$ cat config.mk
export PLATFORM = sky130hd
export DESIGN_NAME = cosine_similarity_engine_unit
export DESIGN_NICKNAME = d
export VERILOG_FILES = /design/src/rtl/cse_pkg.sv /design/src/rtl/cse_front.sv /design/src/rtl/cse_fifo.sv /design/src/rtl/cse_back.sv /design/src/rtl/cosine_similarity_engine_unit.sv
export SDC_FILE = /design/constraint.sdc
export NUM_CORES = 2
export LEC_CHECK = 0
export ABC_CLOCK_PERIOD_IN_PS = 20900
export BUFFER_PORTS_ARGS = -buffer_cell sky130_fd_sc_hd__buf_2
export CORE_UTILIZATION = 60
export CTS_CLUSTER_DIAMETER = 150
export DETAILED_ROUTE_END_ITERATION = 12
export GPL_TIMING_DRIVEN = 0
export PLACE_DENSITY = 0.78
export SLEW_MARGIN = 40
export SYNTH_ARGS = -nofsm -noshare
export SYNTH_HDL_FRONTEND = slang
export SYNTH_SLANG_ARGS = --single-unit
$ cat constraint.sdc
create_clock -name clk -period 20.9 [get_ports clk]
set_clock_uncertainty 0.1 [all_clocks]
set_input_delay 2.09 -clock clk [delete_from_list [all_inputs] [get_ports clk]]
set_output_delay 2.09 -clock clk [all_outputs]
set_load 0.05 [all_outputs]
$ cat src/rtl/cse_pkg.sv
// Shared types and constants for the cosine similarity engine.
// Used by every module under rtl; depends on nothing.
`timescale 1ns / 1ps
`default_nettype none

package cse_pkg;

    // Longest vector the block handles; longer lengths are clamped to this.
    localparam int MAX_DIM = 512;

    localparam int LEN_W    = 10;                    // vector_length register width
    localparam int CNT_W    = $clog2(MAX_DIM);       // pair counter width
    localparam int CMP_W    = (CNT_W + 1 > LEN_W) ? CNT_W + 1 : LEN_W;
    localparam int ELEM_W   = 16;
    localparam int PROD_W   = 2 * ELEM_W;
    localparam int ACC_W    = 40;
    localparam int ROOT_W   = ACC_W / 2;
    localparam int REM_W    = ROOT_W + 3;
    localparam int DIV_W    = ACC_W + 1;
    localparam int QUOT_W   = 15;
    localparam int SIM_W    = 16;
    localparam int STEP_W   = 5;

    localparam int FIFO_DEPTH = 2;
    localparam int PTR_W      = $clog2(FIFO_DEPTH);

    localparam logic [LEN_W-1:0] LEN_RESET = LEN_W'(512);
    localparam logic [SIM_W-1:0] Q14_ONE   = SIM_W'(16384);

    localparam logic signed [ACC_W-1:0] DOT_MAX  = {1'b0, {(ACC_W-1){1'b1}}};
    localparam logic signed [ACC_W-1:0] DOT_MIN  = {1'b1, {(ACC_W-1){1'b0}}};
    localparam logic [ACC_W-1:0]        NORM_MAX = {ACC_W{1'b1}};

    // Configuration port
    localparam int ADDR_W = 3;
    localparam int DATA_W = 32;
    localparam logic REG_VECTOR_LENGTH = 1'b0;   // register index, paddr[2]

    // One finished vector handed from the accumulator to the back end.
    typedef struct packed {
        logic signed [ACC_W-1:0] dot;
        logic [ACC_W-1:0]        norm_a;
        logic [ACC_W-1:0]        norm_b;
    } cse_vec_t;

endpackage

`default_nettype wire

$ cat src/rtl/cse_front.sv
// Front end: takes element pairs, multiplies and accumulates dot and norms.
// Pushes the saturated sums of each finished vector into the queue; uses cse_pkg.
`timescale 1ns / 1ps
`default_nettype none

module cse_front
    import cse_pkg::*;
(
    input  wire logic                     clk,
    input  wire logic                     rst_n,
    input  wire logic                     push,
    output logic                          full,
    input  wire logic signed [ELEM_W-1:0] elem_a,
    input  wire logic signed [ELEM_W-1:0] elem_b,
    input  wire logic [LEN_W-1:0]         vector_length,
    output logic                          q_push,
    output cse_vec_t                      q_data,
    input  wire logic                     q_full
);

    logic                      prod_valid_reg;
    logic                      prod_last_reg;
    logic signed [PROD_W-1:0]  prod_ab_reg;
    logic [PROD_W-1:0]         prod_aa_reg;
    logic [PROD_W-1:0]         prod_bb_reg;

    logic [CNT_W-1:0]          count_reg;
    logic signed [ACC_W-1:0]   dot_reg;
    logic [ACC_W-1:0]          norm_a_reg;
    logic [ACC_W-1:0]          norm_b_reg;

    logic [CMP_W-1:0]          eff_len;
    logic [CMP_W-1:0]          count_plus;
    logic                      last;
    logic                      accept;
    logic                      consume;
    logic signed [ACC_W:0]     dot_sum;
    logic [ACC_W:0]            na_sum;
    logic [ACC_W:0]            nb_sum;
    logic signed [ACC_W-1:0]   dot_next;
    logic [ACC_W-1:0]          norm_a_next;
    logic [ACC_W-1:0]          norm_b_next;
    logic signed [PROD_W-1:0]  aa_s;
    logic signed [PROD_W-1:0]  bb_s;

    // Zero length acts as one, long lengths clamp to the maximum
    always_comb
    begin
        priority if (vector_length == '0)
        begin
            eff_len = CMP_W'(1);
        end
        else if (CMP_W'(vector_length) > CMP_W'(MAX_DIM))
        begin
            eff_len = CMP_W'(MAX_DIM);
        end
        else
        begin
            eff_len = CMP_W'(vector_length);
        end
    end

    assign count_plus = CMP_W'(count_reg) + CMP_W'(1);
    assign last       = (count_plus >= eff_len);

    assign consume = prod_valid_reg && !(prod_last_reg && q_full);
    assign full    = prod_valid_reg && !consume;
    assign accept  = push && !full;

    assign aa_s = elem_a * elem_a;
    assign bb_s = elem_b * elem_b;

    // Saturating accumulation
    assign dot_sum = {dot_reg[ACC_W-1], dot_reg} + (ACC_W+1)'(prod_ab_reg);
    assign na_sum  = {1'b0, norm_a_reg} + (ACC_W+1)'(prod_aa_reg);
    assign nb_sum  = {1'b0, norm_b_reg} + (ACC_W+1)'(prod_bb_reg);

    always_comb
    begin
        priority if (dot_sum > (ACC_W+1)'(DOT_MAX))
        begin
            dot_next = DOT_MAX;
        end
        else if (dot_sum < (ACC_W+1)'(DOT_MIN))
        begin
            dot_next = DOT_MIN;
        end
        else
        begin
            dot_next = dot_sum[ACC_W-1:0];
        end
        norm_a_next = na_sum[ACC_W] ? NORM_MAX : na_sum[ACC_W-1:0];
        norm_b_next = nb_sum[ACC_W] ? NORM_MAX : nb_sum[ACC_W-1:0];
    end

    assign q_push        = consume && prod_last_reg;
    assign q_data.dot    = dot_next;
    assign q_data.norm_a = norm_a_next;
    assign q_data.norm_b = norm_b_next;

    always_ff @(posedge clk or negedge rst_n)
    begin
        if (!rst_n)
        begin
            prod_valid_reg <= 1'b0;
            prod_last_reg  <= 1'b0;
            count_reg      <= '0;
            dot_reg        <= '0;
            norm_a_reg     <= '0;
            norm_b_reg     <= '0;
        end
        else
        begin
            if (accept)
            begin
                prod_valid_reg <= 1'b1;
                prod_last_reg  <= last;
                count_reg      <= last ? '0 : count_plus[CNT_W-1:0];
            end
            else if (consume)
            begin
                prod_valid_reg <= 1'b0;
            end
            if (consume)
            begin
                if (prod_last_reg)
                begin
                    dot_reg    <= '0;
                    norm_a_reg <= '0;
                    norm_b_reg <= '0;
                end
                else
                begin
                    dot_reg    <= dot_next;
                    norm_a_reg <= norm_a_next;
                    norm_b_reg <= norm_b_next;
                end
            end
        end
    end

    // Product registers carry payload only
    always_ff @(posedge clk)
    begin
        if (accept)
        begin
            prod_ab_reg <= elem_a * elem_b;
            prod_aa_reg <= aa_s;
            prod_bb_reg <= bb_s;
        end
    end

endmodule

`default_nettype wire

$ cat src/rtl/cse_fifo.sv
// Short queue of finished vector sums between front and back end.
// Entry type and depth come from cse_pkg.
`timescale 1ns / 1ps
`default_nettype none

module cse_fifo
    import cse_pkg::*;
(
    input  wire logic     clk,
    input  wire logic     rst_n,
    input  wire logic     wr_en,
    input  wire cse_vec_t wr_data,
    output logic          full,
    input  wire logic     rd_en,
    output cse_vec_t      rd_data,
    output logic          empty
);

    cse_vec_t             entry_reg [FIFO_DEPTH];
    logic [PTR_W-1:0]     wr_ptr_reg;
    logic [PTR_W-1:0]     rd_ptr_reg;
    logic [PTR_W:0]       count_reg;
    logic                 do_wr;
    logic                 do_rd;

    assign full    = (count_reg == (PTR_W+1)'(FIFO_DEPTH));
    assign empty   = (count_reg == '0);
    assign do_wr   = wr_en && !full;
    assign do_rd   = rd_en && !empty;
    assign rd_data = entry_reg[rd_ptr_reg];

    always_ff @(posedge clk or negedge rst_n)
    begin
        if (!rst_n)
        begin
            wr_ptr_reg <= '0;
            rd_ptr_reg <= '0;
            count_reg  <= '0;
        end
        else
        begin
            if (do_wr)
            begin
                wr_ptr_reg <= (wr_ptr_reg == PTR_W'(FIFO_DEPTH - 1)) ? '0 : wr_ptr_reg + 1'b1;
            end
            if (do_rd)
            begin
                rd_ptr_reg <= (rd_ptr_reg == PTR_W'(FIFO_DEPTH - 1)) ? '0 : rd_ptr_reg + 1'b1;
            end
            if (do_wr && !do_rd)
            begin
                count_reg <= count_reg + 1'b1;
            end
            else if (do_rd && !do_wr)
            begin
                count_reg <= count_reg - 1'b1;
            end
        end
    end

    always_ff @(posedge clk)
    begin
        if (do_wr)
        begin
            entry_reg[wr_ptr_reg] <= wr_data;
        end
    end

endmodule

`default_nettype wire

$ cat src/rtl/cse_back.sv
// Back end: two digit-by-digit square roots, one multiply, restoring divide.
// Holds the finished result in an output register; uses cse_pkg.
`timescale 1ns / 1ps
`default_nettype none

module cse_back
    import cse_pkg::*;
(
    input  wire logic            clk,
    input  wire logic            rst_n,
    input  wire logic            q_empty,
    input  wire cse_vec_t        q_data,
    output logic                 q_pop,
    output logic                 empty,
    input  wire logic            pop,
    output logic signed [SIM_W-1:0] similarity,
    output logic                 zero_norm
);

    localparam logic [2:0] ST_IDLE = 3'd0;
    localparam logic [2:0] ST_ROOT = 3'd1;
    localparam logic [2:0] ST_MUL  = 3'd2;
    localparam logic [2:0] ST_CHK  = 3'd3;
    localparam logic [2:0] ST_DIV  = 3'd4;
    localparam logic [2:0] ST_OUT  = 3'd5;

    logic [2:0]          state_reg;
    logic [STEP_W-1:0]   step_reg;
    logic                neg_reg;
    logic                zero_reg;
    logic                sat_reg;
    logic [ACC_W-1:0]    mag_reg;
    logic [ACC_W-1:0]    na_sh_reg;
    logic [ACC_W-1:0]    nb_sh_reg;
    logic [REM_W-1:0]    rem_a_reg;
    logic [REM_W-1:0]    rem_b_reg;
    logic [ROOT_W-1:0]   root_a_reg;
    logic [ROOT_W-1:0]   root_b_reg;
    logic [ACC_W-1:0]    den_reg;
    logic [DIV_W-1:0]    div_rem_reg;
    logic [QUOT_W-1:0]   quot_reg;
    logic                res_valid_reg;
    logic [SIM_W-1:0]    res_sim_reg;
    logic                res_zero_reg;

    logic [REM_W+ROOT_W-1:0] step_a;
    logic [REM_W+ROOT_W-1:0] step_b;
    logic                    div_ge;
    logic [DIV_W-1:0]        div_diff;
    logic [SIM_W-1:0]        q_mag;
    logic [SIM_W-1:0]        sim_value;
    logic                    res_load;
    logic [ACC_W-1:0]        in_mag;

    // One root digit: bring down two bits, try subtracting 4*root+1
    function automatic logic [REM_W+ROOT_W-1:0] root_step(
        input logic [REM_W-1:0]  rem,
        input logic [ROOT_W-1:0] root,
        input logic [1:0]        pair
    );
        logic [REM_W-1:0]  cur;
        logic [REM_W-1:0]  trial;
        logic [REM_W-1:0]  rem_out;
        logic [ROOT_W-1:0] root_out;
        cur   = {rem[REM_W-3:0], pair};
        trial = REM_W'({root, 2'b01});
        if (cur >= trial)
        begin
            rem_out  = cur - trial;
            root_out = {root[ROOT_W-2:0], 1'b1};
        end
        else
        begin
            rem_out  = cur;
            root_out = {root[ROOT_W-2:0], 1'b0};
        end
        return {rem_out, root_out};
    endfunction

    assign step_a = root_step(rem_a_reg, root_a_reg, na_sh_reg[ACC_W-1 -: 2]);
    assign step_b = root_step(rem_b_reg, root_b_reg, nb_sh_reg[ACC_W-1 -: 2]);

    assign div_ge   = (div_rem_reg >= {1'b0, den_reg});
    assign div_diff = div_ge ? (div_rem_reg - {1'b0, den_reg}) : div_rem_reg;

    assign in_mag = q_data.dot[ACC_W-1] ? (~q_data.dot + 1'b1) : q_data.dot;

    always_comb
    begin
        if (sat_reg || ({1'b0, quot_reg} > Q14_ONE))
        begin
            q_mag = Q14_ONE;
        end
        else
        begin
            q_mag = {1'b0, quot_reg};
        end
        if (zero_reg)
        begin
            sim_value = '0;
        end
        else
        begin
            sim_value = neg_reg ? (~q_mag + 1'b1) : q_mag;
        end
    end

    assign q_pop    = (state_reg == ST_IDLE) && !q_empty;
    assign res_load = (state_reg == ST_OUT) && (!res_valid_reg || pop);

    assign empty      = !res_valid_reg;
    assign similarity = res_sim_reg;
    assign zero_norm  = res_zero_reg;

    always_ff @(posedge clk or negedge rst_n)
    begin
        if (!rst_n)
        begin
            state_reg     <= ST_IDLE;
            res_valid_reg <= 1'b0;
        end
        else
        begin
            unique case (state_reg)
                ST_IDLE:
                begin
                    if (!q_empty)
                    begin
                        if ((q_data.norm_a == '0) || (q_data.norm_b == '0))
                        begin
                            state_reg <= ST_OUT;
                        end
                        else
                        begin
                            state_reg <= ST_ROOT;
                        end
                    end
                end
                ST_ROOT:
                begin
                    if (step_reg == '0)
                    begin
                        state_reg <= ST_MUL;
                    end
                end
                ST_MUL:
                begin
                    state_reg <= ST_CHK;
                end
                ST_CHK:
                begin
                    state_reg <= ({1'b0, mag_reg} >= {den_reg, 1'b0}) ? ST_OUT : ST_DIV;
                end
                ST_DIV:
                begin
                    if (step_reg == '0)
                    begin
                        state_reg <= ST_OUT;
                    end
                end
                ST_OUT:
                begin
                    if (res_load)
                    begin
                        state_reg <= ST_IDLE;
                    end
                end
                default:
                begin
                    state_reg <= ST_IDLE;
                end
            endcase

            if (res_load)
            begin
                res_valid_reg <= 1'b1;
            end
            else if (pop)
            begin
                res_valid_reg <= 1'b0;
            end
        end
    end

    // Datapath registers carry payload only
    always_ff @(posedge clk)
    begin
        unique case (state_reg)
            ST_IDLE:
            begin
                neg_reg    <= q_data.dot[ACC_W-1];
                mag_reg    <= in_mag;
                zero_reg   <= (q_data.norm_a == '0) || (q_data.norm_b == '0);
                sat_reg    <= 1'b0;
                na_sh_reg  <= q_data.norm_a;
                nb_sh_reg  <= q_data.norm_b;
                rem_a_reg  <= '0;
                rem_b_reg  <= '0;
                root_a_reg <= '0;
                root_b_reg <= '0;
                step_reg   <= STEP_W'(ROOT_W - 1);
            end
            ST_ROOT:
            begin
                {rem_a_reg, root_a_reg} <= step_a;
                {rem_b_reg, root_b_reg} <= step_b;
                na_sh_reg <= {na_sh_reg[ACC_W-3:0], 2'b00};
                nb_sh_reg <= {nb_sh_reg[ACC_W-3:0], 2'b00};
                step_reg  <= step_reg - 1'b1;
            end
            ST_MUL:
            begin
                den_reg <= root_a_reg * root_b_reg;
            end
            ST_CHK:
            begin
                sat_reg     <= ({1'b0, mag_reg} >= {den_reg, 1'b0});
                div_rem_reg <= {1'b0, mag_reg};
                quot_reg    <= '0;
                step_reg    <= STEP_W'(QUOT_W - 1);
            end
            ST_DIV:
            begin
                div_rem_reg <= {div_diff[DIV_W-2:0], 1'b0};
                quot_reg    <= {quot_reg[QUOT_W-2:0], div_ge};
                step_reg    <= step_reg - 1'b1;
            end
            ST_OUT:
            begin
                if (res_load)
                begin
                    res_sim_reg  <= sim_value;
                    res_zero_reg <= zero_reg;
                end
            end
            default:
            begin
                step_reg <= '0;
            end
        endcase
    end

endmodule

`default_nettype wire

$ cat src/rtl/cosine_similarity_engine_unit.sv
// Top level of the cosine similarity engine: configuration register and wiring.
// Instantiates cse_front, cse_fifo and cse_back; uses cse_pkg.
`timescale 1ns / 1ps
`default_nettype none

//  channel   | handshake            | payload
//  ----------+----------------------+--------------------------------------
//  input     | push / full          | elem_a, elem_b (signed Q1.14 pair)
//  result    | empty / pop          | similarity (signed Q1.14), zero_norm
//  config    | psel/penable/pwrite  | paddr, pwdata, prdata (vector_length)
//
//  Element pairs are taken one per cycle while full is low. The back end works,
//  per vector, through 20 root digits, one multiply, one range check, 15 quotient
//  bits, load and fetch; it skips the divide when the ratio is two or more and
//  goes straight to the load when a norm is zero, so short vectors run at the
//  back end's pace.
//  Reset clears the accumulators, the pair count and the queue, and sets
//  vector_length to 512. full rises only when a finished vector meets a full
//  queue; a result left unpopped stalls the back end after one more vector.

module cosine_similarity_engine_unit
    import cse_pkg::*;
(
    input  wire logic                     clk,
    input  wire logic                     rst_n,
    // input channel
    input  wire logic                     push,
    output logic                          full,
    input  wire logic signed [ELEM_W-1:0] elem_a,
    input  wire logic signed [ELEM_W-1:0] elem_b,
    // result channel
    output logic                          empty,
    input  wire logic                     pop,
    output logic signed [SIM_W-1:0]       similarity,
    output logic                          zero_norm,
    // configuration port
    input  wire logic                     psel,
    input  wire logic                     penable,
    input  wire logic                     pwrite,
    input  wire logic [ADDR_W-1:0]        paddr,
    input  wire logic [DATA_W-1:0]        pwdata,
    output logic [DATA_W-1:0]             prdata,
    output logic                          pready
);

    logic [LEN_W-1:0] vector_length_reg;
    logic             cfg_write;
    logic             q_push;
    logic             q_full;
    logic             q_pop;
    logic             q_empty;
    cse_vec_t         q_wr_data;
    cse_vec_t         q_rd_data;

    // Register file: a single register at word index zero
    assign pready    = 1'b1;
    assign cfg_write = psel && penable && pwrite && pready && (paddr[2] == REG_VECTOR_LENGTH);

    always_ff @(posedge clk or negedge rst_n)
    begin
        if (!rst_n)
        begin
            vector_length_reg <= LEN_RESET;
        end
        else if (cfg_write)
        begin
            vector_length_reg <= pwdata[LEN_W-1:0];
        end
    end

    // Read back the register; unmapped words read as zero
    assign prdata = (paddr[2] == REG_VECTOR_LENGTH) ? DATA_W'(vector_length_reg) : '0;

    // Accumulate pairs and hand over each finished vector
    cse_front u_front (
        .clk           (clk),
        .rst_n         (rst_n),
        .push          (push),
        .full          (full),
        .elem_a        (elem_a),
        .elem_b        (elem_b),
        .vector_length (vector_length_reg),
        .q_push        (q_push),
        .q_data        (q_wr_data),
        .q_full        (q_full)
    );

    // Decouple the accumulator from the divide so each can stall on its own
    cse_fifo u_fifo (
        .clk     (clk),
        .rst_n   (rst_n),
        .wr_en   (q_push),
        .wr_data (q_wr_data),
        .full    (q_full),
        .rd_en   (q_pop),
        .rd_data (q_rd_data),
        .empty   (q_empty)
    );

    // Roots, denominator and quotient; hold the result until transferred
    cse_back u_back (
        .clk        (clk),
        .rst_n      (rst_n),
        .q_empty    (q_empty),
        .q_data     (q_rd_data),
        .q_pop      (q_pop),
        .empty      (empty),
        .pop        (pop),
        .similarity (similarity),
        .zero_norm  (zero_norm)
    );

endmodule

`default_nettype wire

==> out/metrics.cfg <==
[placed_design]
gp_congestion = 0.979
dp.cells = 10300
place_ws_ns = 10.63
hpwl_um = 182000
portBuffers = 65

[worst_hold_path]
hold_end = u_front.dot_reg[39]
hold_path.startpoint = u_front.dot_reg[39]
hold_class = reg2reg
hold_path_depth = 2

[setup_path]
critPathLaunchType = primary input
cp-end-kind = flip-flop
critPathKind = in2reg
ff2ff_setup_slack_ns = 11.68
cp.arrival_ns = 9.99
cp.required_ns = 21.23
reg2reg_to = u_back.den_reg[38]
crit_fanout = 10
r2r_start = u_back.root_a_reg[8]
r2r_cells = 25

[timing]
rsz0062_at_grt = no
finalSetupViolCount = 0
tns_ns = 0
period_share_pct = 46.2
maxSlewViolCount = 0
max_freq_ghz = 0.104
relSlewSlack_pct = 30.9
worstMarginPinSlew_ns = 1.04
worst_slack_ns = 11.24
finalCriticalPeriod_ns = 9.66
hold_viol_final = 0

[logic_synthesis]
ys_seq_area_share_pct = 28.1
post_synth_num_cell_types = 91
ys_warn_count = 0
synth_area_um2 = 83400
syn_avg_cell_area_um2 = 9.92
ys_async_sr_fraction_pct = 18.5
yosys_most_used_dff = edfxtp_1
synth_edf_count = 657
ys_seq_elements = 806
syn_inst = 8413

[drt]
drtIter0Drc = 5154
dr.pass1.iters = 6
via_per_inst = 5.93
drc = 0
drt-total-wl_um = 226000
ant_nets = 0
dr_total_vias = 62200
avgRoutedWirePerCell_um = 21.5

[clock_network]
clk_pin_slew_ns = 0.07
post_cts_buffers = 0
ctsLongestPathBuffers = 3
clk_latency_ns = 0.72
cts_made_buffers = 83
cts-resized-gates = 0
hold_buffers = 0
cts-htree-levels = 3
numClockSinks = 806
tritoncts = yes
clockRootBuffer = clkbuf_16

[floorplan]
fp-row-count = 136
start_util_pct = 60.6
die_w_um = 375
dieArea_um2 = 141000
die_height_um = 375
core_area_um2 = 138000
ioPinCount = 126

[cells_and_area]
multi_input_area_um2 = 53300
regArea_um2 = 23500
largest_reg_flops = 240
fill_cells = 10700
instances_no_fill = 10500
drive_above_1_share_pct = 4.73
area_growth_pct = 7.66
layout.nets = 10400

[global_routing]
grt_pass1_vias = 65600
overflow = 0
antenna_found_initial = 19
grt_first_pass_wirelength_um = 355000
grt_usage_pct = 32.7
grt_max_degree = 63

[job]
max_cap_viol_count = 0

[run_status]
status = finished, final reports clean

critical path: stages:
cell and delay (ns):
clkbuf_1 0.44, buf_1 0.65, nand2_1 0.24, inv_1 0.18
fa_1 0.50, inv_1 0.18, fa_1 0.43, inv_1 0.08
fa_1 0.44, fa_1 0.52, fa_1 0.49, inv_1 0.05
fa_1 0.48, inv_1 0.04, ha_1 0.38, nand3_1 0.13
or2_2 0.34, or4_1 0.50, o22ai_1 0.29, nor4_1 0.12
o31ai_1 0.42, or3_1 0.19, a31o_2 0.15, a21oi_1 0.10
xnor2_2 0.53
worst max path at each step:
stage	start	end	slack (ns)
finish	elem_a[15]	u_front.prod_aa_reg[31]	11.24
detailed placement	elem_a[15]	u_front.prod_aa_reg[31]	10.63
global placement	u_fifo.count_reg[0]	u_fifo.entry_reg[0][82]	5.56
CTS	elem_a[15]	u_front.prod_aa_reg[31]	11.37
global route	elem_a[15]	u_front.prod_aa_reg[31]	10.83
floorplan	u_fifo.count_reg[0]	u_fifo.entry_reg[0][0]	10.66
synth_stat cells (148+ instances only):
cell type,n,area [µm²]
xnor2_1,248,2170
a21oi_1,291,1460
nand2_1,878,3300
ha_1,640,8010
edfxtp_1,657,19700
and2_1,188,1180
mux2i_1,182,1820
clkbuf_1,281,1050
a21o_1,163,1220
dfrtp_1,148,3700
nor2_1,618,2320
inv_1,1454,5460
fa_1,1064,21300
o21ai_0,340,1700
logic make-up after synthesis:
| kind of cell | share of synthesized area [%] |
|---|---|
| other | 0.00900 |
| adders and majority gates | 35.4 |
| buffers and inverters | 8.35 |
| AOI/OAI and AO/OA | 9.83 |
| DFF | 28.1 |
| and+or+nand+nor | 12.0 |
| muxes | 2.45 |
| xor gates and xnor gates | 3.82 |
area by class of cell:
cell class / count / area share, %
timing repair buffer: 109 / 1.05
multi-input combinational: 5806 / 59.3
tap: 1794 / 2.50
inverter: 1468 / 6.14
sequential: 806 / 26.1
buffer: 354 / 1.65
clock buffer: 95 / 2.43
clock inverter: 59 / 0.816
antenna: 5 / 0.0139
layout by cell type (no fill, tap or decap), types with 38 or more instances in the layout:
cell type  instances
buf_4             44
nor2b_1           53
nand2_1          877
ha_1             640
o21a_1            48
edfxtp_1         657
dfrtp_1          148
nor2_1           613
o21bai_1          50
inv_1           1453
a211oi_1          43
clkbuf_1         273
and2_1           188
clkbuf_16         85
buf_2             92
and3_1            60
nor3_1            85
xor2_1           111
mux2i_1          182
nand2b_1          64
a22o_1            70
a31oi_1           38
a21oi_1          291
fa_1            1064
nand3_1           93
nand4_1           54
nor4_1            45
a21o_1           163
xnor2_1          238
o21ai_0          339
routing by layer:
layer	GRT usage, %	up-vias	wire [µm]
met4	21.7	18	17000
met3	6.97	784	19100
met2	54.1	2761	107000
met1	38.6	30700	82900
li1	-	27900	-
met5	0	-	123
through the flow:
stage	util (%)	hold slack, ns	area, µm²
after CTS	65.2	0.403	89800
after detailed placement	63.1	0.387	86800
after global placement	62.5	0.374	86100
final	65.3	0.396	89800
after floorplan	-	0.356	83500
after global routing	65.3	0.426	89800
Power is left out: the tool's default activity adds up to more than one toggle a clock period on the data nets, which glitch-free logic cannot reach.
